--- src/hw/rtl/cv3_pkg.sv ---
// Shared constants and types for the 3x3 valid-window correlation block.
package cv3_pkg;

	localparam int DEF_MAX_SIZE   = 1024;
	localparam int DEF_PIXEL_BITS = 16;
	localparam int DEF_COEFF_BITS = 6;

	localparam int WIN            = 3;
	localparam int TAPS           = WIN * WIN;
	localparam int COEFF_PITCH    = 6;
	localparam int KERNEL_BITS    = TAPS * COEFF_PITCH;
	localparam int SIZE_BITS      = 11;
	localparam int SUM_BITS       = 25;
	localparam int CFG_DATA_BITS  = KERNEL_BITS;
	localparam int CFG_IDX_BITS   = 1;
	localparam int MIN_SIZE       = 3;

	localparam logic [KERNEL_BITS-1:0] KERNEL_RESET = 54'd281543712968705;
	localparam logic [SIZE_BITS-1:0]   SIZE_RESET   = 11'd5;

	localparam logic [CFG_IDX_BITS-1:0] REG_KERNEL = 1'd0;
	localparam logic [CFG_IDX_BITS-1:0] REG_SIZE   = 1'd1;

	typedef struct packed {
		logic valid;
		logic emit;
		logic last;
	} ctl_t;

endpackage

--- src/hw/rtl/cv3_if.sv ---


interface cv3_sum_if;
	logic               valid;
	logic               ready;
	logic signed [24:0] window_sum;
	logic               frame_last;

	modport source (output valid, output window_sum, output frame_last, input ready);
	modport sink   (input valid, input window_sum, input frame_last, output ready);
endinterface

--- src/hw/rtl/cv3_mac.sv ---
// Window shift register, nine products, their sum and the result register.
module cv3_mac
	import cv3_pkg::*;
#(
	parameter int PIXEL_BITS = DEF_PIXEL_BITS,
	parameter int COEFF_BITS = DEF_COEFF_BITS
) (
	input  logic                         clk,
	input  logic                         arst_n,
	input  ctl_t                         ctl_s1,
	input  logic signed [PIXEL_BITS-1:0] px_s1,
	input  logic signed [PIXEL_BITS-1:0] up1_s1,
	input  logic signed [PIXEL_BITS-1:0] up2_s1,
	input  logic [KERNEL_BITS-1:0]       kernel,
	output logic                         adv,
	cv3_sum_if.source                    sums
);

	localparam int PROD_BITS = PIXEL_BITS + COEFF_BITS;
	localparam int ACC_BITS  = PROD_BITS + 4;

	logic signed [PIXEL_BITS-1:0] win_q   [TAPS];
	logic signed [PIXEL_BITS-1:0] win_nxt [TAPS];
	logic signed [COEFF_BITS-1:0] coef    [TAPS];
	logic signed [PROD_BITS-1:0]  prod    [TAPS];
	logic signed [ACC_BITS-1:0]   acc;
	logic signed [SUM_BITS-1:0]   sum_q;
	logic                         last_q;
	logic                         valid_q;
	logic                         step;

	assign adv  = !valid_q || sums.ready;
	assign step = ctl_s1.valid && adv;

	always_comb begin
		for (int r = 0; r < WIN; r++) begin
			for (int c = 0; c < WIN - 1; c++) begin
				win_nxt[r*WIN + c] = win_q[r*WIN + c + 1];
			end
		end
		win_nxt[WIN - 1]        = up2_s1;
		win_nxt[2*WIN - 1]      = up1_s1;
		win_nxt[TAPS - 1]       = px_s1;
	end

	always_comb begin
		acc = '0;
		for (int k = 0; k < TAPS; k++) begin
			coef[k] = COEFF_BITS'(kernel >> (COEFF_PITCH * k));
			prod[k] = win_nxt[k] * coef[k];
			acc     = acc + ACC_BITS'(prod[k]);
		end
	end

	always_ff @(posedge clk or negedge arst_n) begin
		if (!arst_n) begin
			for (int k = 0; k < TAPS; k++) begin
				win_q[k] <= '0;
			end
			valid_q <= 1'b0;
		end else begin
			if (step) begin
				win_q   <= win_nxt;
				valid_q <= ctl_s1.emit;
			end else if (sums.ready) begin
				valid_q <= 1'b0;
			end
		end
	end

	always_ff @(posedge clk) begin
		if (step && ctl_s1.emit) begin
			sum_q  <= SUM_BITS'(acc);
			last_q <= ctl_s1.last;
		end
	end

	assign sums.valid      = valid_q;
	assign sums.window_sum = sum_q;
	assign sums.frame_last = last_q;

endmodule

--- src/flat_wrapper.sv ---
// flat-port wrapper written by rule: the top's interface ports become plain ports
module cv3_mac_flat import cv3_pkg::*;
#(
	parameter int PIXEL_BITS = DEF_PIXEL_BITS,
	parameter int COEFF_BITS = DEF_COEFF_BITS
)
  (clk, arst_n, ctl_s1, px_s1, up1_s1, up2_s1, kernel, adv, sums_valid, sums_window_sum, sums_frame_last, sums_ready);
  cv3_sum_if sums_i ();
  input  logic clk;
  input  logic arst_n;
  input  ctl_t ctl_s1;
  input  logic signed [PIXEL_BITS-1:0] px_s1;
  input  logic signed [PIXEL_BITS-1:0] up1_s1;
  input  logic signed [PIXEL_BITS-1:0] up2_s1;
  input  logic [KERNEL_BITS-1:0] kernel;
  output logic adv;
  output wire logic [$bits(sums_i.valid)-1:0] sums_valid;
  output wire logic [$bits(sums_i.window_sum)-1:0] sums_window_sum;
  output wire logic [$bits(sums_i.frame_last)-1:0] sums_frame_last;
  input wire logic [$bits(sums_i.ready)-1:0] sums_ready;
  assign sums_valid = sums_i.valid;
  assign sums_window_sum = sums_i.window_sum;
  assign sums_frame_last = sums_i.frame_last;
  assign sums_i.ready = sums_ready;
  cv3_mac #(.PIXEL_BITS(PIXEL_BITS), .COEFF_BITS(COEFF_BITS)) u_core (.clk(clk), .arst_n(arst_n), .ctl_s1(ctl_s1), .px_s1(px_s1), .up1_s1(up1_s1), .up2_s1(up2_s1), .kernel(kernel), .adv(adv), .sums(sums_i));
endmodule
--- config.mk ---
export PLATFORM = sky130hd
export DESIGN_NAME = cv3_mac_flat
export DESIGN_NICKNAME = d
export VERILOG_FILES = /design/src/hw/rtl/cv3_pkg.sv /design/src/hw/rtl/cv3_if.sv /design/src/hw/rtl/cv3_mac.sv /design/src/flat_wrapper.sv
export SDC_FILE = /design/constraint.sdc
export NUM_CORES = 2
export LEC_CHECK = 0
export ABC_AREA = 1
export BUFFER_PORTS_ARGS = -buffer_cell sky130_fd_sc_hd__buf_2
export CORE_ASPECT_RATIO = 0.5
export CORE_MARGIN = 2
export CORE_UTILIZATION = 55
export CTS_CLUSTER_DIAMETER = 50
export DETAILED_ROUTE_END_ITERATION = 8
export PLACE_DENSITY = 0.73
export SLEW_MARGIN = 20
export SYNTH_ARGS = -nofsm -noshare
export SYNTH_HDL_FRONTEND = slang
export SYNTH_SLANG_ARGS = --single-unit
export TNS_END_PERCENT = 30
--- constraint.sdc ---
create_clock -name clk -period 11.2 [get_ports clk]
set_clock_uncertainty 0.05 [all_clocks]
set_input_delay 0.56 -clock clk [delete_from_list [all_inputs] [get_ports clk]]
set_output_delay 0.56 -clock clk [all_outputs]
set_load 0.1 [all_outputs]
==> flow_summary.json <==
{
  "outcome": "complete, no violations",
  "cts_buffer_depth": 2,
  "grt_setup_unrepaired": "false",
  "antenna_found_initial": 2,
  "overflow": 0,
  "fillerInstances": 5650,
  "synth_warnings": 0,
  "routedWlPerCell_um": 17.44,
  "cp_max_fo": 7,
  "io_pins": 136,
  "hold_violations": 0,
  "hold_class": "in -> async",
  "die_h_um": 184.7,
  "max_cap_viol_count": 0,
  "num_vias": 25372,
  "reg2regPathDepth": 37,
  "die_w_um": 365.4,
  "post_cts_resized": 0,
  "syn_area_um2": 35910,
  "clock_latency_ps": 490,
  "antenna_left": 0,
  "seq_area_frac_synth": 0.08933,
  "cts_root_buffer": "clkbuf_16",
  "crit_type": "reg -> reg",
  "grt_max_degree": 109,
  "multiInputGateArea_um2": 27450,
  "worst_pin_slew_ps": 814.8,
  "synth_seq_cells": 123,
  "fin_nets": 5366,
  "numCtsBuffers": 17,
  "area.sequential_um2": 3208,
  "setup_tns_ps": 0,
  "initial_utilization": 0.5547,
  "placementRows": 66,
  "worstPathArrival_ps": 10870,
  "drive_gt1_frac": 0.05831,
  "finalMaxSlewViolations": 0,
  "post-route-min-period_ps": 10650,
  "synth.top_cell.area_share": 0.5134,
  "cp-start-kind": "flip-flop",
  "slew_headroom": 0.4568,
  "synth_top_cell_by_area": "fa_1",
  "fp.coreArea_um2": 64740,
  "cts_tree": "yes",
  "synth_nets": 5343,
  "max_stage_delay_ps": 560,
  "period_share": 0.9513,
  "routabilityCongestion": 0.9478,
  "vias_per_cell": 5.073,
  "clk_pin_slew_ps": 90,
  "post_cts_buffers": 0,
  "cp_common_cell": "fa_1",
  "grt_pass1_wl_mm": 144.1,
  "layout_common_cells": "1,262 x inv_1, 1,006 x nand2_1, 921 x fa_1",
  "cts.sinks": 123,
  "syn_avg_cell_area_um2": 8.803,
  "wl_mm": 87.22,
  "drt-pass1-iter-count": 5,
  "hold_buffers": 0,
  "die-area_um2": 67480,
  "area_growth_pct": 5.250,
  "synthCells": 4080,
  "cts_max_level": 4,
  "layout_commonest_cell": "inv_1",
  "yosys-top-cells-area": "fa_1 51%, inv_1 13%, nand2_1 11%",
  "grt_pass1_vias": 27632,
  "setup_viol": 0,
  "grt_usage": 0.2791,
  "drc": 0,
  "first_iter_violations": 1929,
  "clock.fmax_mhz": 93.86,
  "critPathRequiredTime_ps": 11410,
  "synth.distinct_cells": 35,
  "cp_slowest_cell": "fa_1",
  "hpwl_mm": 77.92,
  "crit_path_end_kind": "flip-flop",
  "port_buffers": 135
}
## logic make-up after synthesis
kind of cell,Yosys count,synth area share
mux,10,0.003136
xor+xnor,51,0.01244
simple gates,1164,0.1277
buf+inv,1400,0.1466
flops,123,0.08933
compound gates,177,0.02585
fa+ha+maj,1155,0.5949
## stage by stage
step | utilization | hold slack, ps | instances | setup slack, ps | area [um2]
after global placement | 0.5750 | 499.0 | 4967 | 197.8 | 37220
after floorplan | - | 214.4 | 4080 | 941.8 | 35910
after global routing | 0.5839 | 108.9 | 5001 | 172.1 | 37800
final | 0.5839 | 65.58 | 5001 | 545.9 | 37800
after CTS | 0.5835 | 72.71 | 4999 | 597.4 | 37780
after detailed placement | 0.5750 | 520.1 | 4967 | 137.1 | 37220
## sequential cells by signal, indices dropped and copies added (netlist names)
signal	count
u_core.sums.frame_last	1
u_core.sums.window_sum	25
u_core.win_nxt	96
u_core.sums.valid	1
## final cells by class
type                            count  share of cell area
Timing Repair Buffer              142             0.01966
Sequential cell                   123             0.08487
Multi-Input combinational cell   2557              0.7262
Clock inverter                     14            0.003277
Antenna cell                        1          0.00006620
Clock buffer                       18             0.01135
Inverter                         1262              0.1253
Tap cell                          884             0.02926
## Yosys cell counts, drive strengths merged
cell type / number
nand2: 1011
a21oi: 49
nand3b: 1
mux2: 10
xor2: 29
fa: 921
o21a: 1
a21boi: 3
clkbuf: 129
inv: 1262
nor3: 5
ha: 234
nor2: 64
xnor2: 22
a21o: 3
and3: 2
o21ai: 117
o21bai: 1
nand4: 10
edfxtp: 26
dfrtp: 97
nor4: 2
buf: 9
nand2b: 1
nand3: 25
or2: 43
a31oi: 3
## worst max-delay path, delay by kind of cell (launching register included)
family / cells / cell delay (ps)
simple gates: 9 / 890
fa+ha+maj: 18 / 7970
flops: 1 / 450
buf+inv: 8 / 480
xor+xnor: 2 / 590
## per-layer routing
layer,wire (um),vias to the layer above,track usage
met5,13,-,0
met4,2356,2,0.07885
met3,6103,141,0.05527
met2,41280,834,0.4605
met1,37460,12946,0.3785
li1,-,11449,-
## final timing paths
check	from	endpoint	slack [ps]
setup / recovery	u_core.win_nxt[133]$_DFFE_PN0P_	u_core.sums.window_sum[16]$_DFFE_PP_	550
hold / removal	arst_n	u_core.win_nxt[122]$_DFFE_PN0P_	70
setup reg to reg	u_core.win_nxt[133]$_DFFE_PN0P_	u_core.sums.window_sum[16]$_DFFE_PP_	550
hold reg to reg	u_core.sums.valid$_DFFE_PN0P_	u_core.sums.valid$_DFFE_PN0P_	540
max in group asynchronous	arst_n	u_core.win_nxt[80]$_DFFE_PN0P_	9720
min in group clk	ctl_s1[0]	u_core.sums.frame_last$_DFFE_PP_	220
Power is not shown: default switching activity piles up to over one toggle a cycle in this logic, so the estimate is an artifact.
